[src/design/skf_pkg.sv]
package skf_pkg;

    localparam int SAMPLE_BITS_DEFAULT   = 16;
    localparam int FRACTION_BITS_DEFAULT = 16;

    localparam int EST_BITS  = 32;
    localparam int COV_BITS  = 32;
    localparam int NOISE_BITS = 32;
    localparam int GAIN_BITS = 16;
    localparam int ERR_BITS  = EST_BITS + 1;
    // Gain operand is widened by one sign bit before it meets the signed error.
    localparam int PROD_BITS = GAIN_BITS + 2 + ERR_BITS;
    localparam int DELTA_BITS = PROD_BITS - GAIN_BITS;
    localparam int DIV_CNT_BITS = $clog2(GAIN_BITS);

    localparam logic [GAIN_BITS:0] GAIN_ONE = (GAIN_BITS + 1)'(1) << GAIN_BITS;

    localparam int CFG_INDEX_BITS = 2;
    localparam logic [CFG_INDEX_BITS-1:0] REG_PROCESS_NOISE     = 2'd0;
    localparam logic [CFG_INDEX_BITS-1:0] REG_MEASUREMENT_NOISE = 2'd1;

    localparam logic [NOISE_BITS-1:0] PROCESS_NOISE_RESET     = 32'd655;
    localparam logic [NOISE_BITS-1:0] MEASUREMENT_NOISE_RESET = 32'd65536;

    typedef struct packed {
        logic                start;
        logic [COV_BITS-1:0] num;
        logic [COV_BITS:0]   den;
    } div_request_t;

    typedef struct packed {
        logic               done;
        logic [GAIN_BITS:0] quotient;
    } div_status_t;

    typedef struct packed {
        logic                       enable;
        logic [GAIN_BITS:0]         a;
        logic signed [ERR_BITS-1:0] b;
    } mul_request_t;

endpackage

[src/design/scalar_kalman_filter.sv]
// Scalar Kalman filter for a stream of sensor samples.
// Input channel: in_valid/in_ready with a signed integer sample per beat.
// Output channel: out_valid/out_ready with the new Q16.16 estimate and the
// unsigned Q1.16 gain used for that sample, one output beat per input beat.
// Configuration channel: cfg_valid/cfg_ready (always ready) with cfg_index
// 0 for process noise q and 1 for measurement noise r, both unsigned Q16.16.
// Other indexes are ignored. Write configuration only while the filter is idle.
// Each accepted beat steps through predict, divider start, divide, estimate
// multiply, covariance multiply, covariance write and finish; a trivial gain
// (zero divisor or zero measurement noise) skips the divider's bit loop.
// The gain comes from a restoring divider that retires one quotient bit per
// cycle; one registered multiplier is then used twice, first for the estimate
// update and then for the covariance update.
// One sample is processed at a time; the next beat waits for the idle state.
// The finished result sits in an output register; if the receiver stalls,
// the next sample is accepted but its result waits until the previous beat
// has been taken.
// Reset clears the estimate and covariance and loads q = 655 and r = 65536.
module scalar_kalman_filter #(
    parameter int SAMPLE_BITS   = skf_pkg::SAMPLE_BITS_DEFAULT,
    parameter int FRACTION_BITS = skf_pkg::FRACTION_BITS_DEFAULT
) (
    input  logic                                  clk,
    input  logic                                  rst_n,
    input  logic                                  in_valid,
    output logic                                  in_ready,
    input  logic signed [SAMPLE_BITS-1:0]         sample,
    output logic                                  out_valid,
    input  logic                                  out_ready,
    output logic signed [skf_pkg::EST_BITS-1:0]   estimate,
    output logic [skf_pkg::GAIN_BITS:0]           gain,
    input  logic                                  cfg_valid,
    output logic                                  cfg_ready,
    input  logic [skf_pkg::CFG_INDEX_BITS-1:0]    cfg_index,
    input  logic [skf_pkg::NOISE_BITS-1:0]        cfg_data
);

    localparam int EXTW = (SAMPLE_BITS + FRACTION_BITS > skf_pkg::EST_BITS) ?
                          SAMPLE_BITS + FRACTION_BITS : skf_pkg::EST_BITS + 1;
    localparam logic signed [EXTW-1:0] MEAS_MAX = EXTW'(64'sh7fffffff);
    localparam logic signed [EXTW-1:0] MEAS_MIN = EXTW'(-64'sh80000000);
    localparam logic signed [skf_pkg::DELTA_BITS-1:0] SUM_MAX =
        skf_pkg::DELTA_BITS'(64'sh7fffffff);
    localparam logic signed [skf_pkg::DELTA_BITS-1:0] SUM_MIN =
        skf_pkg::DELTA_BITS'(-64'sh80000000);
    localparam logic signed [skf_pkg::PROD_BITS-1:0] HALF =
        skf_pkg::PROD_BITS'(64'd1 << (skf_pkg::GAIN_BITS - 1));

    localparam logic [2:0] ST_IDLE     = 3'd0;
    localparam logic [2:0] ST_PRED     = 3'd1;
    localparam logic [2:0] ST_DIVSTART = 3'd2;
    localparam logic [2:0] ST_DIV      = 3'd3;
    localparam logic [2:0] ST_MULE     = 3'd4;
    localparam logic [2:0] ST_MULC     = 3'd5;
    localparam logic [2:0] ST_COVR     = 3'd6;
    localparam logic [2:0] ST_FINISH   = 3'd7;

    logic [2:0]                                state_reg, state_next;
    logic [skf_pkg::NOISE_BITS-1:0]            process_noise_reg;
    logic [skf_pkg::NOISE_BITS-1:0]            measurement_noise_reg;
    logic signed [skf_pkg::EST_BITS-1:0]       cur_est_reg;
    logic [skf_pkg::COV_BITS-1:0]              cov_reg;
    logic signed [SAMPLE_BITS-1:0]             sample_reg;
    logic [skf_pkg::COV_BITS-1:0]              p_reg;
    logic signed [skf_pkg::ERR_BITS-1:0]       err_reg;
    logic [skf_pkg::GAIN_BITS:0]               gain_reg;
    logic                                      out_valid_reg;
    logic signed [skf_pkg::EST_BITS-1:0]       estimate_reg;
    logic [skf_pkg::GAIN_BITS:0]               gain_out_reg;

    logic signed [EXTW-1:0]                    samp_shift;
    logic signed [skf_pkg::EST_BITS-1:0]       meas;
    logic [skf_pkg::COV_BITS:0]                p_sum;
    logic [skf_pkg::COV_BITS-1:0]              p_sat;
    logic signed [skf_pkg::PROD_BITS-1:0]      prod;
    logic signed [skf_pkg::PROD_BITS-1:0]      prod_rnd;
    logic signed [skf_pkg::DELTA_BITS-1:0]     est_sum;
    logic signed [skf_pkg::EST_BITS-1:0]       est_new;
    logic [skf_pkg::DELTA_BITS-1:0]            cov_full;
    logic [skf_pkg::COV_BITS-1:0]              cov_new;
    logic                                      out_load;

    skf_pkg::div_request_t div_req;
    skf_pkg::div_status_t  div_stat;
    skf_pkg::mul_request_t mul_req;

    skf_div u_div (
        .clk   (clk),
        .rst_n (rst_n),
        .req   (div_req),
        .stat  (div_stat)
    );

    skf_mul u_mul (
        .clk  (clk),
        .req  (mul_req),
        .prod (prod)
    );

    assign in_ready  = (state_reg == ST_IDLE);
    assign cfg_ready = 1'b1;
    assign out_valid = out_valid_reg;
    assign estimate  = estimate_reg;
    assign gain      = gain_out_reg;

    // Sample scaled to fixed point, clamped to the estimate range.
    always_comb
    begin
        samp_shift = EXTW'(sample_reg) <<< FRACTION_BITS;
        if (samp_shift > MEAS_MAX)
            meas = MEAS_MAX[skf_pkg::EST_BITS-1:0];
        else if (samp_shift < MEAS_MIN)
            meas = MEAS_MIN[skf_pkg::EST_BITS-1:0];
        else
            meas = samp_shift[skf_pkg::EST_BITS-1:0];
    end

    assign p_sum = {1'b0, cov_reg} + {1'b0, process_noise_reg};
    assign p_sat = p_sum[skf_pkg::COV_BITS] ? '1 : p_sum[skf_pkg::COV_BITS-1:0];

    // Both products are rounded to nearest, ties up, as the gain fraction drops.
    assign prod_rnd = prod + HALF;

    always_comb
    begin
        est_sum = skf_pkg::DELTA_BITS'(cur_est_reg)
                + $signed(prod_rnd[skf_pkg::PROD_BITS-1:skf_pkg::GAIN_BITS]);
        if (est_sum > SUM_MAX)
            est_new = SUM_MAX[skf_pkg::EST_BITS-1:0];
        else if (est_sum < SUM_MIN)
            est_new = SUM_MIN[skf_pkg::EST_BITS-1:0];
        else
            est_new = est_sum[skf_pkg::EST_BITS-1:0];
        cov_full = prod_rnd[skf_pkg::PROD_BITS-1:skf_pkg::GAIN_BITS];
        if (cov_full[skf_pkg::DELTA_BITS-1:skf_pkg::COV_BITS] != '0)
            cov_new = '1;
        else
            cov_new = cov_full[skf_pkg::COV_BITS-1:0];
    end

    always_comb
    begin
        div_req.start = (state_reg == ST_DIVSTART);
        div_req.num   = p_reg;
        div_req.den   = {1'b0, p_reg} + {1'b0, measurement_noise_reg};
    end

    always_comb
    begin
        mul_req.enable = 1'b0;
        mul_req.a      = gain_reg;
        mul_req.b      = err_reg;
        if (state_reg == ST_MULE)
            mul_req.enable = 1'b1;
        else if (state_reg == ST_MULC)
        begin
            mul_req.enable = 1'b1;
            mul_req.a      = skf_pkg::GAIN_ONE - gain_reg;
            mul_req.b      = $signed({1'b0, p_reg});
        end
    end

    assign out_load = (state_reg == ST_FINISH) && (!out_valid_reg || out_ready);

    always_comb
    begin
        state_next = state_reg;
        unique case (state_reg)
            ST_IDLE:
                if (in_valid)
                    state_next = ST_PRED;
            ST_PRED:
                state_next = ST_DIVSTART;
            ST_DIVSTART:
                state_next = ST_DIV;
            ST_DIV:
                if (div_stat.done)
                    state_next = ST_MULE;
            ST_MULE:
                state_next = ST_MULC;
            ST_MULC:
                state_next = ST_COVR;
            ST_COVR:
                state_next = ST_FINISH;
            ST_FINISH:
                if (out_load)
                    state_next = ST_IDLE;
            default:
                state_next = ST_IDLE;
        endcase
    end

    always_ff @(posedge clk or negedge rst_n)
    begin
        if (!rst_n)
        begin
            state_reg             <= ST_IDLE;
            process_noise_reg     <= skf_pkg::PROCESS_NOISE_RESET;
            measurement_noise_reg <= skf_pkg::MEASUREMENT_NOISE_RESET;
            cur_est_reg           <= '0;
            cov_reg               <= '0;
            out_valid_reg         <= 1'b0;
        end
        else
        begin
            state_reg <= state_next;
            if (cfg_valid)
            begin
                unique case (cfg_index)
                    skf_pkg::REG_PROCESS_NOISE:
                        process_noise_reg <= cfg_data;
                    skf_pkg::REG_MEASUREMENT_NOISE:
                        measurement_noise_reg <= cfg_data;
                    default:
                        ;
                endcase
            end
            if (state_reg == ST_MULC)
                cur_est_reg <= est_new;
            if (state_reg == ST_COVR)
                cov_reg <= cov_new;
            if (out_load)
                out_valid_reg <= 1'b1;
            else if (out_ready)
                out_valid_reg <= 1'b0;
        end
    end

    always_ff @(posedge clk)
    begin
        if (in_valid && in_ready)
            sample_reg <= sample;
        if (state_reg == ST_PRED)
        begin
            p_reg   <= p_sat;
            err_reg <= skf_pkg::ERR_BITS'(meas) - skf_pkg::ERR_BITS'(cur_est_reg);
        end
        if (state_reg == ST_DIV && div_stat.done)
            gain_reg <= div_stat.quotient;
        if (out_load)
        begin
            estimate_reg <= cur_est_reg;
            gain_out_reg <= gain_reg;
        end
    end

`ifndef NO_ASSERTIONS
    a_div_done_in_div: assert property (@(posedge clk) disable iff (!rst_n)
        div_stat.done |-> state_reg == ST_DIV)
        else $error("divider finished outside the divide state");

    a_accept_starts: assert property (@(posedge clk) disable iff (!rst_n)
        in_valid && in_ready |=> state_reg == ST_PRED)
        else $error("accepted sample did not start the prediction");

    a_gain_bounded: assert property (@(posedge clk) disable iff (!rst_n)
        (state_reg == ST_MULE) |-> gain_reg <= skf_pkg::GAIN_ONE)
        else $error("gain above one");

    a_finish_loads: assert property (@(posedge clk) disable iff (!rst_n)
        out_load |=> out_valid_reg && state_reg == ST_IDLE)
        else $error("finished result not presented");
`endif

endmodule

[src/design/skf_div.sv]
module skf_div (
    input  logic                 clk,
    input  logic                 rst_n,
    input  skf_pkg::div_request_t req,
    output skf_pkg::div_status_t  stat
);

    localparam int REM_BITS = skf_pkg::COV_BITS + 2;

    logic                                busy_reg, busy_next;
    logic                                done_reg, done_next;
    logic [skf_pkg::DIV_CNT_BITS-1:0]    cnt_reg, cnt_next;
    logic [REM_BITS-1:0]                 rem_reg, rem_next;
    logic [skf_pkg::GAIN_BITS:0]         quo_reg, quo_next;
    logic [skf_pkg::COV_BITS:0]          den_reg, den_next;
    logic [REM_BITS-1:0]                 rem_shift;
    logic                                take;

    assign rem_shift = rem_reg << 1;
    assign take      = rem_shift >= {1'b0, den_reg};

    always_comb
    begin
        busy_next = busy_reg;
        done_next = 1'b0;
        cnt_next  = cnt_reg;
        rem_next  = rem_reg;
        quo_next  = quo_reg;
        den_next  = den_reg;
        if (req.start)
        begin
            den_next = req.den;
            if (req.den == '0)
            begin
                quo_next  = '0;
                done_next = 1'b1;
            end
            else if ({1'b0, req.num} == req.den)
            begin
                // No measurement noise: the sample is taken as it is.
                quo_next  = skf_pkg::GAIN_ONE;
                done_next = 1'b1;
            end
            else
            begin
                rem_next  = REM_BITS'(req.num);
                quo_next  = '0;
                cnt_next  = skf_pkg::DIV_CNT_BITS'(skf_pkg::GAIN_BITS - 1);
                busy_next = 1'b1;
            end
        end
        else if (busy_reg)
        begin
            rem_next = take ? rem_shift - REM_BITS'(den_reg) : rem_shift;
            quo_next = {quo_reg[skf_pkg::GAIN_BITS-1:0], take};
            cnt_next = cnt_reg - 1'b1;
            if (cnt_reg == '0)
            begin
                busy_next = 1'b0;
                done_next = 1'b1;
            end
        end
    end

    always_ff @(posedge clk or negedge rst_n)
    begin
        if (!rst_n)
        begin
            busy_reg <= 1'b0;
            done_reg <= 1'b0;
            cnt_reg  <= '0;
        end
        else
        begin
            busy_reg <= busy_next;
            done_reg <= done_next;
            cnt_reg  <= cnt_next;
        end
    end

    always_ff @(posedge clk)
    begin
        rem_reg <= rem_next;
        quo_reg <= quo_next;
        den_reg <= den_next;
    end

    assign stat.done     = done_reg;
    assign stat.quotient = quo_reg;

endmodule

[src/design/skf_mul.sv]
module skf_mul (
    input  logic                                     clk,
    input  skf_pkg::mul_request_t                    req,
    output logic signed [skf_pkg::PROD_BITS-1:0]     prod
);

    logic signed [skf_pkg::PROD_BITS-1:0] prod_reg;
    logic signed [skf_pkg::GAIN_BITS+1:0] a_ext;

    assign a_ext = $signed({1'b0, req.a});

    always_ff @(posedge clk)
    begin
        if (req.enable)
            prod_reg <= a_ext * req.b;
    end

    assign prod = prod_reg;

endmodule
[config.mk]
export PLATFORM = sky130hd
export DESIGN_NAME = scalar_kalman_filter
export DESIGN_NICKNAME = d
export VERILOG_FILES = /design/src/design/skf_pkg.sv /design/src/design/scalar_kalman_filter.sv /design/src/design/skf_div.sv /design/src/design/skf_mul.sv
export SDC_FILE = /design/constraint.sdc
export NUM_CORES = 2
export LEC_CHECK = 0
export ABC_AREA = 1
export BUFFER_PORTS_ARGS = -buffer_cell sky130_fd_sc_hd__buf_2
export CORE_MARGIN = 3
export CORE_UTILIZATION = 65
export DETAILED_ROUTE_END_ITERATION = 8
export GPL_ROUTABILITY_DRIVEN = 0
export PLACE_DENSITY = 0.82
export SKIP_CTS_REPAIR_TIMING = 1
export SYNTH_ARGS = -nofsm -noshare
export SYNTH_HDL_FRONTEND = slang
export SYNTH_SLANG_ARGS = --single-unit
[constraint.sdc]
create_clock -name clk -period 12.3 [get_ports clk]
set_input_delay 0 -clock clk [delete_from_list [all_inputs] [get_ports clk]]
set_output_delay 0 -clock clk [all_outputs]
set_load 0.01 [all_outputs]
* Word-level counts from Yosys, hierarchy flattened
Cells that the tools add are included.
** Storage, ports and cells
- Bits of input ports :: 55
- Word-level logic and storage cells :: 101
- Output and inout bits :: 52
- Register bits after elaboration :: 419
** Operators by class
- Mux-type cells :: 37
- Eq/ne operators :: 14
- $add $sub $neg :: 8
- Multipliers :: 1
- Reduce and logical (&&, ||, !) cells :: 17
- $lt $le $gt $ge :: 5
** Operator list (count)
- $mux 33 :: 5
- $mux 32 :: 5
- $mux 17 :: 4
- $add 32x32->33 :: 2
- $add 51x17->51 const B :: 1
- $mul 18x33->51 :: 1
- $mux 51 :: 1
- $mux 50 :: 1
- $add 32x35->35 :: 1
- $gt 35x32->1 const B :: 1
- $lt 35x32->1 const B :: 1
- $ge 34x33->1 :: 1
- $eq 32x33->1 :: 1
- $logic_not 33->1 :: 1
- $sub 32x32->33 :: 1
- $sub 33x33->33 :: 1
- $gt 32x32->1 const B :: 1
- $lt 32x32->1 const B :: 1
- $pmux 3 s8 :: 1
- $sub 17x17->17 const A :: 1
- $mux 4 :: 4
- $mux 1 :: 13
- $eq 3x3->1 const B :: 4
- $mux 3 :: 3
- 16 further kinds :: 26

* Logic depth before layout (Yosys ltp)
- Word-level depth :: 5
- Gate-level depth with buffers :: 42
- Gate-level depth less buffers :: 42

* Cells and area by module
Synthesis repeated with hierarchy kept, for this count alone.
** Unflattened totals
- Cells, all modules :: 6595
- Area, all modules :: 49302.3 µm²
** By module, submodules not included
- skf_mul :: sequential area each 1531.5 µm², cells each 3054, area each 23088.4 µm², times used 1
- scalar_kalman_filter :: sequential area each 7726.2 µm², cells each 2386, area each 18671.7 µm², times used 1
- skf_div :: sequential area each 2642.5 µm², cells each 1155, area each 7542.2 µm², times used 1

* Worst setup path after synthesis
Ideal clock, no wire load.
- Path kind :: flip-flop to flip-flop
- From :: reg gain_reg[0] in the netlist's numbering
- To :: reg u_mul.prod_reg, in the netlist u_mul.prod[42], data pin
- Period minus slack after synthesis :: 7.251 ns
- Path slack :: 5.049 ns
- Library setup time :: 0.256 ns
- Buffers on the path :: 0
- Arrival time :: 6.995 ns
- Required time :: 12.044 ns
- Cell stages (with the launch flop) :: 40
- Cells stage by stage :: edfxtp_1 -> inv_1 -> ha_1 -> inv_1 -> nor2_1 -> nand2_1 -> nor3_2 -> inv_1 -> nor3_2 -> inv_1 -> nor3_2 -> inv_1 -> o31ai_1 -> or2_2 -> nand2_2 -> inv_2 -> nand2_1 -> fa_1 -> (+4 left out) -> fa_1 -> inv_1 -> fa_1 -> inv_1 -> ha_1 -> a21oi_1 -> o21ai_0 -> a21oi_1 -> o21ai_0 -> a21oi_1 -> inv_1 -> nand2_1 -> nand2_1 -> nand3_1 -> o211ai_1 -> and2_1 -> o21bai_1 -> nand2_1
** Between the ends
- Longest elaborated chain between the ends :: 4
** RTL lines
- start: declaration :: RTL line scalar_kalman_filter.sv:66 : logic [skf_pkg::GAIN_BITS:0] gain_reg;
- start signal: assignment :: RTL line scalar_kalman_filter.sv:239 : gain_reg <= div_stat.quotient;
- $sub 17x17->17 :: RTL line scalar_kalman_filter.sv:158 : mul_req.a = skf_pkg::GAIN_ONE - gain_reg;
- $mux 51 :: RTL line scalar_kalman_filter.sv:155 : else if (state_reg == ST_MULC)
- $mux 50 * :: RTL line scalar_kalman_filter.sv:153 : if (state_reg == ST_MULE)
- $mul 18x33->51 * :: RTL line skf_mul.sv:15 : prod_reg <= a_ext * req.b;
- end signal: assignment :: RTL line skf_mul.sv:15
- end: declaration :: RTL line skf_mul.sv:7 : logic signed [skf_pkg::PROD_BITS-1:0] prod_reg;
Every way passes the cells marked *; elsewhere a longest branch is shown, timed or not.
A chain may end at the register's enable or synchronous reset.

* Worst setup path in the final report
- From :: reg state_reg[1]
- To :: reg u_mul.prod_reg, in the netlist u_mul.prod[44], data pin
** Between the ends
- Longest elaborated chain between the ends :: 4
- Elaborated cells between the ends (all ways) :: 5
- Those cells by class :: mul (1); eq/ne (2); mux (2)
** RTL lines
- start: declaration :: RTL line scalar_kalman_filter.sv:58 : logic [2:0] state_reg, state_next;
- start signal: assignment :: RTL line scalar_kalman_filter.sv:206 : state_reg <= state_next;
- $eq 3x3->1 :: RTL line scalar_kalman_filter.sv:155
- $mux 51 :: RTL line scalar_kalman_filter.sv:155
- $mux 50 * :: RTL line scalar_kalman_filter.sv:153
- $mul 18x33->51 * :: RTL line skf_mul.sv:15
Marks and branches as above.

==> impl_metrics.py <==
metrics = {
    "status": {
        "status": "finished, final reports clean",
    },
    "min_path": {
        "min_path_type": "input pin to asynchronous set/reset pin",
    },
    "final_layout": {
        "area_growth_pct": 7.48,
        "largest_reg_flops": 36,
        "nets": 6547,
        "layout-drive-gt1-share_pct": 6.57,
        "finalCoreUtilization_pct": 70.7,
    },
    "route": {
        "drt_iter0_markers": 4977,
        "drc": 0,
        "drt_first_pass_iters": 8,
        "wirelength_um": 135000,
        "num_vias": 39074,
        "vias_per_cell": 5.87,
        "wl_per_cell_um": 20.3,
        "ant_nets": 0,
    },
    "place": {
        "portBuffers": 105,
        "hpwlAfterDp_um": 106000,
    },
    "synthesis": {
        "avgSynthCellArea_um2": 8.12,
        "synth.most_common_cell": "nand2_1",
        "ys.flop_type": "edfxtp_1",
        "yosysUniqueCellTypes": 64,
        "yosys_warnings": 0,
        "synth.area.top_cells": "fa_1, edfxtp_1, nand2_1",
        "async_reset_ff_share_pct": 34.2,
        "synth_cells": 5576,
        "netlist_area_um2": 45300,
        "synth_common_cells": "nand2_1, inv_1, fa_1, nor2_1, ha_1",
        "synth.largest_area_cell": "fa_1",
        "synth-seq-cells": 404,
        "syn_nets": 6437,
        "synth_edf_count": 266,
        "synth_top_area_share_pct": 23.8,
        "synth_seq_area_share_pct": 25.3,
    },
    "clock_network": {
        "cts_root_buffer": "clkbuf_16",
        "cts.htree.levels": 2,
        "cts_tree": "built",
        "cts_made_buffers": 43,
        "insertion_delay_ns": 0.59,
        "clockBufferDepth": 3,
        "clk_pin_slew_ns": 0.06,
        "clock_sinks": 404,
    },
    "global_routing": {
        "grt_pass1_wl_um": 209000,
        "track_usage_pct": 36.7,
        "grt_start_max_net_pins": 74,
        "grt_pass1_vias": 38382,
        "grt-ovfl-total": 0,
        "antenna_found_initial": 5,
    },
    "floorplan": {
        "die_y_um": 270,
        "floorplan.initialDensity_pct": 65.8,
        "die_x_um": 270,
        "dieArea_um2": 72800,
        "io_pins": 107,
        "core_region_area_um2": 68800,
        "rows": 96,
    },
    "timing": {
        "finalSetupViolCount": 0,
        "tns_ns": 0,
        "fin_skew_ns": 0.0236,
        "fin_crit_ns": 9.68,
        "timing.final.crit_share_pct": 78.7,
        "fmax_ghz": 0.103,
        "hold_viol_final": 0,
        "slew_violations": 0,
        "max_slew.worst_pin.slew_ns": 1.24,
        "whs_ns": 0.00137,
        "grt_setup_unrepaired": "no",
        "max_slew_margin_pct": 17.1,
    },
    "flow_run": {
        "drv_cap": 0,
    },
    "worst_setup_path": {
        "end_kind": "flip-flop",
        "timing.reg2reg.setup_slack_ns": 2.62,
        "critPathSlowestCell": "o21ai_1",
        "cp.arrival_ns": 9.99,
        "critPathLaunchType": "flip-flop",
        "crit_type": "flip-flop to flip-flop",
        "worstPathRequired_ns": 12.61,
        "path_max_fanout": 55,
        "cp_slowest_stage_delay_ns": 0.73,
    },
}
## final cells by class
| cell class | instances | area [um^2] |
|---|---|---|
| antenna | 3 | 7.51 |
| clock buffer | 57 | 1220 |
| clock inverter | 23 | 176 |
| fill | 5319 | 20200 |
| inverter | 1205 | 4520 |
| multi-input combinational | 3838 | 28800 |
| sequential | 404 | 11400 |
| tap | 931 | 1160 |
| timing repair buffer | 194 | 1330 |
## placed cells by master, fill, tap and decap left out, types with 12 or more instances in the layout
cell	n
nor4_1	14
a31oi_1	17
edfxtp_1	266
inv_2	21
dfrtp_1	131
nor2_1	451
nand2_1	1304
nand3_1	181
nand2_2	14
buf_2	104
a21o_1	19
nand4_1	32
a21boi_1	22
buf_4	38
o21ai_0	227
ha_1	268
clkbuf_16	45
or2_2	42
inv_1	1176
o21ai_2	16
a21oi_1	231
o21ai_1	55
xnor2_1	68
o21a_1	12
dlygate4sd3_1	51
fa_1	538
xor2_1	116
nor3_1	50
o211ai_1	27
## per-stage QoR
stage                     instances  worst slack [ns]  area [um^2]
final                          6655              2.62        48600
after global routing           6654              2.23        48600
after CTS                      6601              3.03        48100
after detailed placement       6521              3.07        46700
after global placement         6521              3.28        46700
after floorplan                5576              5.05        45300
## path summary, 6_finish.rpt
path                                             end  cells past startpoint               from
max in group asynchronous  measurement_noise_reg[26]                      3              rst_n
min reg2reg                             gain_reg[16]                      0  u_div.quo_reg[16]
max reg2reg                           u_mul.prod[44]                     26       state_reg[1]
min in group clk                process_noise_reg[7]                      5          cfg_valid
max                                   u_mul.prod[44]                     26       state_reg[1]
min                                  cur_est_reg[25]                      2              rst_n
## logic make-up after synthesis
family	share of synthesized area, %
simple gates	19.8
flops	25.3
buf+inv	11.3
fa+ha+maj	31.2
xor+xnor	3.67
other cells	0.00829
compound gates	8.74
## critical path, delay by kind of cell, from the launching register on
kind                     cells  cell delay (ns)
adder cells (fa/ha/maj)      7             3.34
AO/OA/AOI/OAI                6             2.50
buffers and inverters        9             2.33
AND/OR/NAND/NOR              3             0.57
flip-flops                   1             0.40
XOR/XNOR                     1             0.19
## metal layers
metal | track usage, % | up-vias | share of wire (%)
li1 | - | 17478 | -
met1 | 48.6 | 18450 | 37
met2 | 55.7 | 2519 | 43
met3 | 9.59 | 623 | 13
met4 | 19.5 | 4 | 7.2
met5 | 0 | - | 0.022
Power is not shown: default switching activity piles up to over one toggle a cycle in this logic, so the estimate is an artifact.
